### src/rtl/lru_pkg.sv
// shared constants and types for the lru page replacement stack
package lru_pkg;

  localparam int MAX_FRAME_SLOTS_DEF = 16;
  localparam int PAGE_W              = 16;
  localparam int FAULT_W             = 32;
  localparam int CFG_DATA_W          = 32;
  localparam int CFG_ADDR_W          = 3;
  localparam int CFG_FRAMES_W        = 5;
  localparam int FRAMES_RESET        = 4;

  // register indexes
  localparam logic [CFG_ADDR_W-3:0] REG_FRAMES = '0;

  // per-cell control
  typedef struct packed {
    logic take;    // a reference is transferred this cycle
    logic flush;   // empty the frame
    logic hit;     // the reference matched somewhere in the row
    logic is_top;  // this cell is the most recent position
    logic active;  // this cell lies below frames_in_use
  } lru_cell_ctl_t;

endpackage

### src/rtl/lru_if.sv
// reference and result channel interfaces
interface lru_req_if import lru_pkg::*; ();
  logic              valid;
  logic              ready;
  logic [PAGE_W-1:0] page;
  logic              end_of_run;

  modport source (output valid, page, end_of_run, input ready);
  modport sink   (input valid, page, end_of_run, output ready);
endinterface

interface lru_rsp_if import lru_pkg::*; ();
  logic               valid;
  logic               ready;
  logic               fault;
  logic               evicted_valid;
  logic [PAGE_W-1:0]  evicted_page;
  logic [FAULT_W-1:0] fault_total;

  modport source (output valid, fault, evicted_valid, evicted_page, fault_total,
                  input ready);
  modport sink   (input valid, fault, evicted_valid, evicted_page, fault_total,
                  output ready);
endinterface

### src/rtl/lru_cell.sv
// one recency stack position: compare, hit chain and shift from the upper neighbor
module lru_cell import lru_pkg::*; (
  input  logic              clk,
  input  logic              rst_n,
  input  lru_cell_ctl_t     ctl,
  input  logic [PAGE_W-1:0] key,
  input  logic              hit_seen_in,
  output logic              hit_seen_out,
  input  logic [PAGE_W-1:0] nbr_page,
  input  logic              nbr_valid,
  output logic [PAGE_W-1:0] page_q,
  output logic              valid_q,
  output logic              match
);

  logic [PAGE_W-1:0] page_r, page_nxt;
  logic              valid_r, valid_nxt;
  logic              shift;

  assign match        = ctl.active & valid_r & (page_r == key);
  assign hit_seen_out = hit_seen_in | match;
  // on a miss everything moves down; on a hit only cells at or above the hit
  assign shift        = ~ctl.hit | hit_seen_out;

  always_comb begin
    page_nxt  = page_r;
    valid_nxt = valid_r;
    if (ctl.take) begin
      if (ctl.is_top) begin
        page_nxt  = key;
        valid_nxt = 1'b1;
      end else if (ctl.active && shift) begin
        page_nxt  = nbr_page;
        valid_nxt = nbr_valid;
      end
    end
    if (ctl.flush) begin
      valid_nxt = 1'b0;
    end
  end

  always_ff @(posedge clk) begin
    page_r <= page_nxt;
    if (!rst_n) begin
      valid_r <= 1'b0;
    end else begin
      valid_r <= valid_nxt;
    end
  end

  assign page_q  = page_r;
  assign valid_q = valid_r;

endmodule

### src/rtl/lru_page_replacement_stack_unit.sv
// top level: lru recency stack built as a row of cells, result register and apb config
// The block takes page references and returns one result per reference,
// registered, in the cycle after the transfer. The recency stack is a row of
// MAX_FRAME_SLOTS cells; position 0 is the least recently used. Each cell compares
// its page with the reference in parallel, a hit flag ripples up the row, and in the
// same cycle each cell at or above the hit (every cell on a miss) takes the page of
// its upper neighbor while the top cell (frames_in_use - 1) takes the reference.
// That compare and shift across the row sets the rate: one reference per cycle while
// the result side takes results, the result register freeing up as soon as it is taken.
// frames_in_use sits at byte address 0; writing its low CFG_FRAMES_W bits (0 acts as 1,
// over MAX_FRAME_SLOTS saturate) empties the frames and clears the fault total, as does
// a reference flagged end_of_run once its result has been formed.
module lru_page_replacement_stack_unit import lru_pkg::*; #(
  parameter int MAX_FRAME_SLOTS = MAX_FRAME_SLOTS_DEF
) (
  input  logic                  clk,
  input  logic                  rst_n,
  lru_req_if.sink               in_ch,
  lru_rsp_if.source             out_ch,
  input  logic                  cfg_psel,
  input  logic                  cfg_penable,
  input  logic                  cfg_pwrite,
  input  logic [CFG_ADDR_W-1:0] cfg_paddr,
  input  logic [CFG_DATA_W-1:0] cfg_pwdata,
  output logic [CFG_DATA_W-1:0] cfg_prdata,
  output logic                  cfg_pready
);

  localparam int FW    = $clog2(MAX_FRAME_SLOTS + 1);
  localparam int CMP_W = (FW > CFG_FRAMES_W) ? FW : CFG_FRAMES_W;
  localparam logic [FW-1:0] FRAMES_INIT =
    FW'((FRAMES_RESET > MAX_FRAME_SLOTS) ? MAX_FRAME_SLOTS : FRAMES_RESET);
  localparam logic [CMP_W-1:0] MAX_CMP = CMP_W'(MAX_FRAME_SLOTS);

  // config port
  logic              cfg_wr;
  logic              cfg_sel_frames;
  logic [FW-1:0]     frames_r, frames_nxt;
  logic [CMP_W-1:0]  wr_frames;

  assign cfg_pready     = 1'b1;
  assign cfg_sel_frames = (cfg_paddr[CFG_ADDR_W-1:2] == REG_FRAMES);
  assign cfg_wr         = cfg_psel & cfg_penable & cfg_pwrite & cfg_pready;
  assign wr_frames      = CMP_W'(cfg_pwdata[CFG_FRAMES_W-1:0]);
  assign cfg_prdata     = cfg_sel_frames ? CFG_DATA_W'(frames_r) : '0;

  // clamp the written frame count into 1..MAX_FRAME_SLOTS
  always_comb begin
    frames_nxt = frames_r;
    if (cfg_wr && cfg_sel_frames) begin
      if (wr_frames == '0) begin
        frames_nxt = FW'(1);
      end else if (wr_frames > MAX_CMP) begin
        frames_nxt = FW'(MAX_FRAME_SLOTS);
      end else begin
        frames_nxt = wr_frames[FW-1:0];
      end
    end
  end

  // handshake: the result register parts the two sides
  logic take;
  logic out_valid_r;

  assign in_ch.ready = ~out_valid_r | out_ch.ready;
  assign take        = in_ch.valid & in_ch.ready;

  // cell row
  logic [FW-1:0]           top_idx;
  logic [MAX_FRAME_SLOTS:0] hit_chain;
  logic [MAX_FRAME_SLOTS-1:0] match_vec;
  logic [MAX_FRAME_SLOTS-1:0] valid_vec;
  logic [PAGE_W-1:0]       page_vec [MAX_FRAME_SLOTS];
  logic                    hit;
  logic                    flush;

  assign top_idx      = frames_r - FW'(1);
  assign hit_chain[0] = 1'b0;
  assign hit          = hit_chain[MAX_FRAME_SLOTS];
  assign flush        = (cfg_wr & cfg_sel_frames) | (take & in_ch.end_of_run);

  for (genvar k = 0; k < MAX_FRAME_SLOTS; k++) begin : g_cell
    lru_cell_ctl_t     ctl;
    logic [PAGE_W-1:0] nbr_page;
    logic              nbr_valid;

    assign ctl.take   = take;
    assign ctl.flush  = flush;
    assign ctl.hit    = hit;
    assign ctl.is_top = (top_idx == FW'(k));
    assign ctl.active = (FW'(k) < frames_r);

    if (k == MAX_FRAME_SLOTS - 1) begin : g_last
      assign nbr_page  = '0;
      assign nbr_valid = 1'b0;
    end else begin : g_mid
      assign nbr_page  = page_vec[k+1];
      assign nbr_valid = valid_vec[k+1];
    end

    lru_cell u_cell (
      .clk          (clk),
      .rst_n        (rst_n),
      .ctl          (ctl),
      .key          (in_ch.page),
      .hit_seen_in  (hit_chain[k]),
      .hit_seen_out (hit_chain[k+1]),
      .nbr_page     (nbr_page),
      .nbr_valid    (nbr_valid),
      .page_q       (page_vec[k]),
      .valid_q      (valid_vec[k]),
      .match        (match_vec[k])
    );
  end

  // saturating fault total
  logic [FAULT_W-1:0] fault_cnt_r, fault_cnt_nxt, fault_cnt_upd;

  assign fault_cnt_upd = (!hit && (fault_cnt_r != '1)) ? fault_cnt_r + FAULT_W'(1)
                                                       : fault_cnt_r;

  always_comb begin
    fault_cnt_nxt = fault_cnt_r;
    if (take) begin
      fault_cnt_nxt = fault_cnt_upd;
    end
    if (flush) begin
      fault_cnt_nxt = '0;
    end
  end

  // result register
  logic               fault_r;
  logic               ev_valid_r;
  logic [PAGE_W-1:0]  ev_page_r;
  logic [FAULT_W-1:0] total_r;
  logic               ev_valid;

  // the oldest entry leaves only on a miss
  assign ev_valid = ~hit & valid_vec[0];

  always_ff @(posedge clk) begin
    if (take) begin
      fault_r    <= ~hit;
      ev_valid_r <= ev_valid;
      ev_page_r  <= ev_valid ? page_vec[0] : '0;
      total_r    <= fault_cnt_upd;
    end
    if (!rst_n) begin
      out_valid_r <= 1'b0;
      frames_r    <= FRAMES_INIT;
      fault_cnt_r <= '0;
    end else begin
      frames_r    <= frames_nxt;
      fault_cnt_r <= fault_cnt_nxt;
      if (take) begin
        out_valid_r <= 1'b1;
      end else if (out_ch.ready) begin
        out_valid_r <= 1'b0;
      end
    end
  end

  assign out_ch.valid         = out_valid_r;
  assign out_ch.fault         = fault_r;
  assign out_ch.evicted_valid = ev_valid_r;
  assign out_ch.evicted_page  = ev_page_r;
  assign out_ch.fault_total   = total_r;

  // a resident page is held by at most one frame
  a_single_match: assert property (@(posedge clk) disable iff (!rst_n)
    $onehot0(match_vec))
    else $error("more than one frame matched the reference");

  // no more frames are ever occupied than frames_in_use
  a_fill_bound: assert property (@(posedge clk) disable iff (!rst_n)
    $countones(valid_vec) <= 32'(frames_r))
    else $error("more valid frames than frames in use");

  // a hit reports neither a fault nor an eviction
  a_hit_no_evict: assert property (@(posedge clk) disable iff (!rst_n)
    take && hit |=> out_valid_r && !ev_valid_r && !fault_r)
    else $error("hit result carries a fault or eviction");

  // emptying the frames clears every valid mark and the fault total
  a_flush_clears: assert property (@(posedge clk) disable iff (!rst_n)
    flush |=> (valid_vec == '0) && (fault_cnt_r == '0))
    else $error("frames not emptied after flush");

endmodule

### src/flat_wrapper.sv
// flat-port wrapper written by rule: the top's interface ports become plain ports
module lru_page_replacement_stack_unit_flat import lru_pkg::*;
#(
  parameter int MAX_FRAME_SLOTS = MAX_FRAME_SLOTS_DEF
)
  (clk, rst_n, cfg_psel, cfg_penable, cfg_pwrite, cfg_paddr, cfg_pwdata, cfg_prdata, cfg_pready, in_ch_valid, in_ch_page, in_ch_end_of_run, in_ch_ready, out_ch_valid, out_ch_fault, out_ch_evicted_valid, out_ch_evicted_page, out_ch_fault_total, out_ch_ready);
  lru_req_if in_ch_i ();
  lru_rsp_if out_ch_i ();
  input  logic clk;
  input  logic rst_n;
  input  logic cfg_psel;
  input  logic cfg_penable;
  input  logic cfg_pwrite;
  input  logic [CFG_ADDR_W-1:0] cfg_paddr;
  input  logic [CFG_DATA_W-1:0] cfg_pwdata;
  output logic [CFG_DATA_W-1:0] cfg_prdata;
  output logic cfg_pready;
  input wire logic [$bits(in_ch_i.valid)-1:0] in_ch_valid;
  input wire logic [$bits(in_ch_i.page)-1:0] in_ch_page;
  input wire logic [$bits(in_ch_i.end_of_run)-1:0] in_ch_end_of_run;
  output wire logic [$bits(in_ch_i.ready)-1:0] in_ch_ready;
  output wire logic [$bits(out_ch_i.valid)-1:0] out_ch_valid;
  output wire logic [$bits(out_ch_i.fault)-1:0] out_ch_fault;
  output wire logic [$bits(out_ch_i.evicted_valid)-1:0] out_ch_evicted_valid;
  output wire logic [$bits(out_ch_i.evicted_page)-1:0] out_ch_evicted_page;
  output wire logic [$bits(out_ch_i.fault_total)-1:0] out_ch_fault_total;
  input wire logic [$bits(out_ch_i.ready)-1:0] out_ch_ready;
  assign in_ch_i.valid = in_ch_valid;
  assign in_ch_i.page = in_ch_page;
  assign in_ch_i.end_of_run = in_ch_end_of_run;
  assign in_ch_ready = in_ch_i.ready;
  assign out_ch_valid = out_ch_i.valid;
  assign out_ch_fault = out_ch_i.fault;
  assign out_ch_evicted_valid = out_ch_i.evicted_valid;
  assign out_ch_evicted_page = out_ch_i.evicted_page;
  assign out_ch_fault_total = out_ch_i.fault_total;
  assign out_ch_i.ready = out_ch_ready;
  lru_page_replacement_stack_unit #(.MAX_FRAME_SLOTS(MAX_FRAME_SLOTS)) u_core (.clk(clk), .rst_n(rst_n), .in_ch(in_ch_i), .out_ch(out_ch_i), .cfg_psel(cfg_psel), .cfg_penable(cfg_penable), .cfg_pwrite(cfg_pwrite), .cfg_paddr(cfg_paddr), .cfg_pwdata(cfg_pwdata), .cfg_prdata(cfg_prdata), .cfg_pready(cfg_pready));
endmodule
### config.mk
export PLATFORM = sky130hd
export DESIGN_NAME = lru_page_replacement_stack_unit_flat
export DESIGN_NICKNAME = d
export VERILOG_FILES = /design/src/rtl/lru_pkg.sv /design/src/rtl/lru_if.sv /design/src/rtl/lru_cell.sv /design/src/rtl/lru_page_replacement_stack_unit.sv /design/src/flat_wrapper.sv
export SDC_FILE = /design/constraint.sdc
export NUM_CORES = 1
export LEC_CHECK = 0
export BUFFER_PORTS_ARGS = -buffer_cell sky130_fd_sc_hd__clkbuf_2
export CORE_ASPECT_RATIO = 0.9
export CORE_UTILIZATION = 35
export CTS_BUF_LIST = sky130_fd_sc_hd__clkbuf_4 sky130_fd_sc_hd__clkbuf_8
export DETAILED_ROUTE_END_ITERATION = 6
export PLACE_DENSITY_LB_ADDON = 0.12
export SYNTH_ARGS = -nofsm -noshare
export SYNTH_HDL_FRONTEND = slang
export SYNTH_SLANG_ARGS = --single-unit
### constraint.sdc
create_clock -name clk -period 5.3 [get_ports clk]
set_clock_uncertainty 0.15 [all_clocks]
set_input_delay 1.06 -clock clk [delete_from_list [all_inputs] [get_ports clk]]
set_output_delay 1.06 -clock clk [all_outputs]
set_load 0.01 [all_outputs]
* Word level (Yosys, flattened, before mapping)
Cells that the tools add are included.
** Cells by class
- Add/sub/neg operators :: 2
- Magnitude comparators :: 17
- Equal/unequal tests :: 32
- Multiplexer cells :: 70
- Bitwise operators :: 74
- Reduce and logical (&&, ||, !) cells :: 54
** Operator list (number)
- 2-to-1 mux 16 bit :: 32
- == test 16 bit :: 16
- == test 5 x 4 -> 1 bit, second input constant :: 8
- less-than comparator 4 x 5 -> 1 bit, first input constant :: 8
- AND 1 bit :: 38
- 2-to-1 mux 1 bit :: 34
- nonzero test 2 bit :: 17
- adder 32 x 1 -> 32 bit, second input constant :: 1
- 2-to-1 mux 32 bit :: 1
- != test 32 bit, second input constant :: 1
- bitwise OR 1 bit :: 32
- AND reduction 2 bit :: 16
- == test 5 x 3 -> 1 bit, second input constant :: 4
- less-than comparator 3 x 5 -> 1 bit, first input constant :: 4
- logical AND 1 bit :: 17
- 2-to-1 mux 5 bit :: 3
- == test 5 x 2 -> 1 bit, second input constant :: 2
- logical NOT 5 bit :: 2
- less-than comparator 1 x 5 -> 1 bit, first input constant :: 2
- less-than comparator 2 x 5 -> 1 bit, first input constant :: 2
- == test 5 x 1 -> 1 bit, second input constant :: 1
- > comparator 5 bit, second input constant :: 1
- subtractor 5 x 1 -> 5 bit, second input constant :: 1
- inverter 1 bit :: 4
- other kinds (2) :: 2
** Storage, ports and cells
- Flip-flop bits (word level) :: 360
- Input bits :: 59
- Output and inout bits :: 85

* Depth between registers and ports, before layout
- Word-level depth :: 23
- Mapped depth :: 14
- Depth with buffers taken out :: 10

* Cells and area by module
Synthesis repeated with hierarchy kept, for this count alone.
** Unflattened totals
- Cells, all modules :: 1584
- Area, all modules :: 20044.2 µm²
** Modules (own cells, without submodules)
- lru_cell :: instances 16, cells an instance 69, area an instance 964.7 µm²
- lru_page_replacement_stack_unit :: instances 1, cells an instance 480, area an instance 4609.4 µm²

* Worst setup path after synthesis
OpenSTA, ideal clock, no wires.
- Kind :: in2reg
- From :: input out_ch_ready
- To :: register u_core.g_cell[4].u_cell.valid_r
- Library setup time :: 0.121 ns
- Data arrival time :: 5.280 ns
- Path slack :: -0.251 ns
- Stages on the path :: 8
- Buffers on the path :: 2
- Cell sequence :: nand2b_1 > nand2_1 > clkbuf_1 > inv_1 > clkbuf_1 > nand2_1 > a211oi_1 > mux2_2
** RTL lines
- start, declared :: RTL line flat_wrapper.sv:27 : input wire logic [$bits(out_ch_i.ready)-1:0] out_ch_ready;
- end signal, assigned :: RTL line lru_cell.sv:47 : valid_r <= valid_nxt;
- end, declared :: RTL line lru_cell.sv:17 : logic valid_r, valid_nxt;

* Final worst setup path
- From :: register u_core.frames_r[3]
- To :: register u_core.fault_cnt_r[30]
** On the way
- Cells in the longest elaborated chain, start to end :: 21
- Elaborated cells on any way between the ends :: 66
** Ends and longest elaborated chain
- start, declared :: RTL line lru_page_replacement_stack_unit.sv:38 : logic [FW-1:0] frames_r, frames_nxt;
- start signal, assigned :: RTL line lru_page_replacement_stack_unit.sv:154 : frames_r <= frames_nxt;
- less-than comparator 1 x 5 -> 1 bit :: RTL line lru_page_replacement_stack_unit.sv:91 : assign ctl.active = (FW'(k) < frames_r);
- AND 1 bit (2 in series) :: RTL line lru_cell.sv:20 : assign match = ctl.active & valid_r & (page_r == key);
- bitwise OR 1 bit (14 in series) :: RTL line lru_cell.sv:21 : assign hit_seen_out = hit_seen_in | match;
- bitwise OR 1 bit (*) :: RTL line lru_cell.sv:21
- logical NOT 1 bit (*) :: RTL line lru_page_replacement_stack_unit.sv:119 : assign fault_cnt_upd = (!hit && (fault_cnt_r != '1)) ? fault_cnt_r + FAULT_W'(1)
- logical AND 1 bit (*) :: RTL line lru_page_replacement_stack_unit.sv:119
- 2-to-1 mux 32 bit (*) :: RTL line lru_page_replacement_stack_unit.sv:119
- end signal, assigned :: RTL line lru_page_replacement_stack_unit.sv:155 : fault_cnt_r <= fault_cnt_nxt;
- end, declared :: RTL line lru_page_replacement_stack_unit.sv:117 : logic [FAULT_W-1:0] fault_cnt_r, fault_cnt_nxt, fault_cnt_upd;
Every way passes the cells marked *; elsewhere a longest branch is shown, timed or not.
A chain may end at the register's enable or synchronous reset.

==> results.yml <==
routing:
  routed-wl-met2_um: 25200
  detail_route.wirelength_um: 59700
  drt_first_pass_iters: 5
  drt_drc_violations_left: 0
  route.detailed.wl_per_inst_um: 22.4
  dr.first_iter.drc_count: 1050
  met3WireLength_um: 4340
  antenna_violating_nets_post_route: 0
  route.detailed.vias_per_inst: 5.21
  highest_layer: "met4"
  vias: 13921
  detail_route.wirelength.met1_um: 28700
synthesis:
  ys.warnings.count: 0
  yosysUniqueCellTypes: 73
  post-synth-top-area-cell: "sky130_fd_sc_hd__edfxtp_1"
  synth_simple_gate_area_frac: 0.162
  yosysMostFrequentCell: "sky130_fd_sc_hd__edfxtp_1"
  yosys.area_share.xor_xnor: 0.129
  synth.area.top_cells: "sky130_fd_sc_hd__edfxtp_1 (45%), sky130_fd_sc_hd__mux2_2 (13%), sky130_fd_sc_hd__xor2_1 (7.6%)"
  synth_compound_area_frac: 0.0295
  synth_adder_area_share: 0.000616
  yosysTopAreaCellShare: 0.452
  syn-cell-area_sq_um: 20300
  synth-main-ff-cell: "sky130_fd_sc_hd__edfxtp_1"
  synthesis_stage_register_bit_count: 360
  synth_top_family_by_area: "simple AND/OR/NAND/NOR gates"
  synth-edff-count: 306
  synthesis.instances: 1725
  mux_cell_area_share_after_synthesis: 0.128
  synthesis.area_per_instance_sq_um: 11.8
  post_synth_most_frequent_cells: "sky130_fd_sc_hd__edfxtp_1 (306), sky130_fd_sc_hd__mux2_2 (226), sky130_fd_sc_hd__xor2_1 (177)"
  asyncSetResetFlopFracSynth: 0
  synth-seq-area-share: 0.506
worst_setup_path:
  critPathMostFrequentCell: "sky130_fd_sc_hd__nand4_1"
  critPathRequiredTime_ps: 5720
  category_of_the_worst_setup_path_capture_point: "flip-flop"
  reg2reg_slack_ps: 1040
  arrival_time_worst_endpoint_ps: 4680
  worst_path_dominant_cell_family: "simple AND/OR/NAND/NOR gates"
  critPathLaunchType: "flip-flop"
  crit_slowest_cell: "sky130_fd_sc_hd__dfxtp_1"
  cp_slowest_stage_delay_ps: 820
  crit_chain: "nor3b_2 > o2bb2ai_1 > nor4_1 > nand4_1 > nand4_1 > nor4_4 > nand4_2 > buf_12 > or4_1 > a21oi_1"
  regToRegEndpoint: "u_core.fault_cnt_r[30]"
  timing.reg2reg.worst_path_depth: 10
  cp_max_fo: 29
  timing.rr.start: "u_core.frames_r[3]"
  timing_worst_setup_path_type: "reg -> reg"
  crit_buf_inv: 1
cts:
  ctsResizeCount: 0
  cts_tree: "built"
  insertion_delay_of_the_later_clocked_pin_in_the_worst_skew_pair_ps: 640
  cts_buffers: 70
  clock_pin_slew_on_the_worst_setup_and_hold_paths_ps: 60
  htreeDepth: 3
  post_cts.repair.setup_buffers: 0
  tritoncts_num_sinks: 360
  root_buffer: "sky130_fd_sc_hd__clkbuf_8"
  cts_hold_buf: 0
  clk_path_buf_depth: 3
die:
  die-height_um: 231
  rows: 83
  placeableCoreArea_sq_um: 57200
  floorplan.die.width_um: 256
  dieArea_sq_um: 59000
  top_level_ports: 144
  initial_utilization: 0.355
grt:
  number_of_global_route_vias_before_repair: 13886
  globalRouteOverflowTotal: 0
  grt_util_all_layers: 0.201
  grt_antenna_before_repair: 2
  grt_max_degree: 40
  grt_pass1_wl_um: 88600
final_layout:
  finalNonFillerCells: 2670
  fin_nets: 1912
  diodes: 0
  share_of_final_layout_standard_cells_stronger_than_drive_strength_1: 0.298
  area_delta_synth_final_pct: 14.5
min_path:
  whs_path_depth: 2
  timing.hold.worst.class: "reg -> reg"
  hold_wc_startpoint: "u_core.fault_cnt_r[18]"
  holdPathEnd: "u_core.fault_cnt_r[18]"
placed_design:
  dpl_worst_slack_ps: 495
  gp_routability_congestion: 0.879
  post-place-cells: 2545
  placement.io_buffers: 86
  hpwlAfterDp_um: 42900
timing:
  post-route-period-util: 0.803
  final.min_clock_period_ps: 4260
  final_hold_viol_count: 0
  final.hold.worst_slack_ps: 345
  max_freq_ghz: 0.235
  final_max_slew_viol_count: 0
  slew-limit-headroom: 0.188
  grt_setup_unrepaired: "no"
  timing.final.setup_violations: 0
  final.setup.worst_slack_ps: 1040
  totalNegativeSetupSlack_ps: 0
  worst-slew-pin-transition_ps: 1210
power_and_ir_drop:
  p_per_area_nw_per_um2: 296
  leakagePower_nw: 8.44
  vdd.ir_drop.worst_mv: 0.125
run_status:
  outcome: "complete, no violations"
flow_run:
  cap_viol_max_count: 0
==> placed cells by master, fill, tap and decap left out, types with 18 or more instances in the layout <==
master	n
sky130_fd_sc_hd__a21oi_1	29
sky130_fd_sc_hd__and2_1	28
sky130_fd_sc_hd__and3_1	33
sky130_fd_sc_hd__buf_4	84
sky130_fd_sc_hd__clkbuf_2	86
sky130_fd_sc_hd__clkbuf_4	18
sky130_fd_sc_hd__clkbuf_8	78
sky130_fd_sc_hd__conb_1	28
sky130_fd_sc_hd__dfxtp_1	54
sky130_fd_sc_hd__edfxtp_1	306
sky130_fd_sc_hd__mux2_2	226
sky130_fd_sc_hd__nand2_1	128
sky130_fd_sc_hd__nand3_1	46
sky130_fd_sc_hd__nand4_1	61
sky130_fd_sc_hd__nor2_1	53
sky130_fd_sc_hd__nor2b_1	18
sky130_fd_sc_hd__nor3_1	59
sky130_fd_sc_hd__nor4_1	51
sky130_fd_sc_hd__xnor2_1	121
sky130_fd_sc_hd__xor2_1	177
==> cell families (layout without fill, tap and decap cells) <==
logic type | Yosys count | in the layout
simple gates | 583 | 583
buf+inv | 163 | 317
other cells | 2 | 28
mux | 231 | 231
flops | 360 | 360
xor+xnor | 298 | 298
fa+ha+maj | 1 | 1
compound gates | 87 | 87
==> power breakdown <==
group	switching, mW	internal (mW)
Sequential	0.0541	3.15
Clock	1.25	1.82
Combinational	0.379	0.214
==> worst reg2reg max path: cells and delay by family (launching register included) <==
| family | cells | cell delay, ps |
|---|---|---|
| compound gates | 2 | 410 |
| buf+inv | 1 | 230 |
| flops | 1 | 820 |
| simple gates | 7 | 2590 |
==> flip-flops by register name (all words and copies together), names as in the netlist <==
| signal | cells |
|---|---|
| u_core.fault_cnt_r | 32 |
| u_core.frames_r | 5 |
| u_core.g_cell.u_cell.page_q | 256 |
| u_core.g_cell.u_cell.valid_q | 16 |
| u_core.out_ch.evicted_page | 16 |
| u_core.out_ch.evicted_valid | 1 |
| u_core.out_ch.fault | 1 |
| u_core.out_ch.fault_total | 32 |
| u_core.out_ch.valid | 1 |
==> stage by stage <==
step / cell area, sq um / total power [mW] / utilization
after floorplan: 20400 / 3.65 / -
after global placement: 21700 / 3.85 / 0.380
after detailed placement: 21700 / 3.85 / 0.380
after CTS: 23200 / 6.95 / 0.406
after global routing: 23200 / 7.12 / 0.406
final: 23200 / 6.87 / 0.406
==> per-layer routing <==
layer	global-route usage	up-vias
met5	0	-
met4	0.0619	0
met3	0.0503	108
met2	0.297	492
met1	0.286	6788
li1	-	6533
==> cell type report <==
| class | count | area [sq um] |
|---|---|---|
| Clock buffer | 96 | 1210 |
| Clock inverter | 29 | 318 |
| Fill cell | 5496 | 34000 |
| Inverter | 16 | 60.1 |
| Multi-Input combinational cell | 1228 | 9260 |
| Sequential cell | 360 | 10300 |
| Tap cell | 765 | 957 |
| Timing Repair Buffer | 176 | 1180 |
==> how the worst max path moves through the flow <==
stage                                   endpoint                from  cells after the start
2_1_floorplan    u_core.g_cell[4].u_cell.valid_q       in_ch_page[7]                     11
3_3_place_gp              u_core.fault_cnt_r[30]      in_ch_page[14]                     11
3_5_place_dp   u_core.g_cell[0].u_cell.page_q[1]       in_ch_page[8]                     12
4_1_cts                   u_core.fault_cnt_r[13]  u_core.frames_r[3]                      9
5_1_grt                    u_core.fault_cnt_r[7]  u_core.frames_r[3]                      9
6_report                  u_core.fault_cnt_r[30]  u_core.frames_r[3]                     10
No activity file was read; power rests on OpenSTA's default activity.
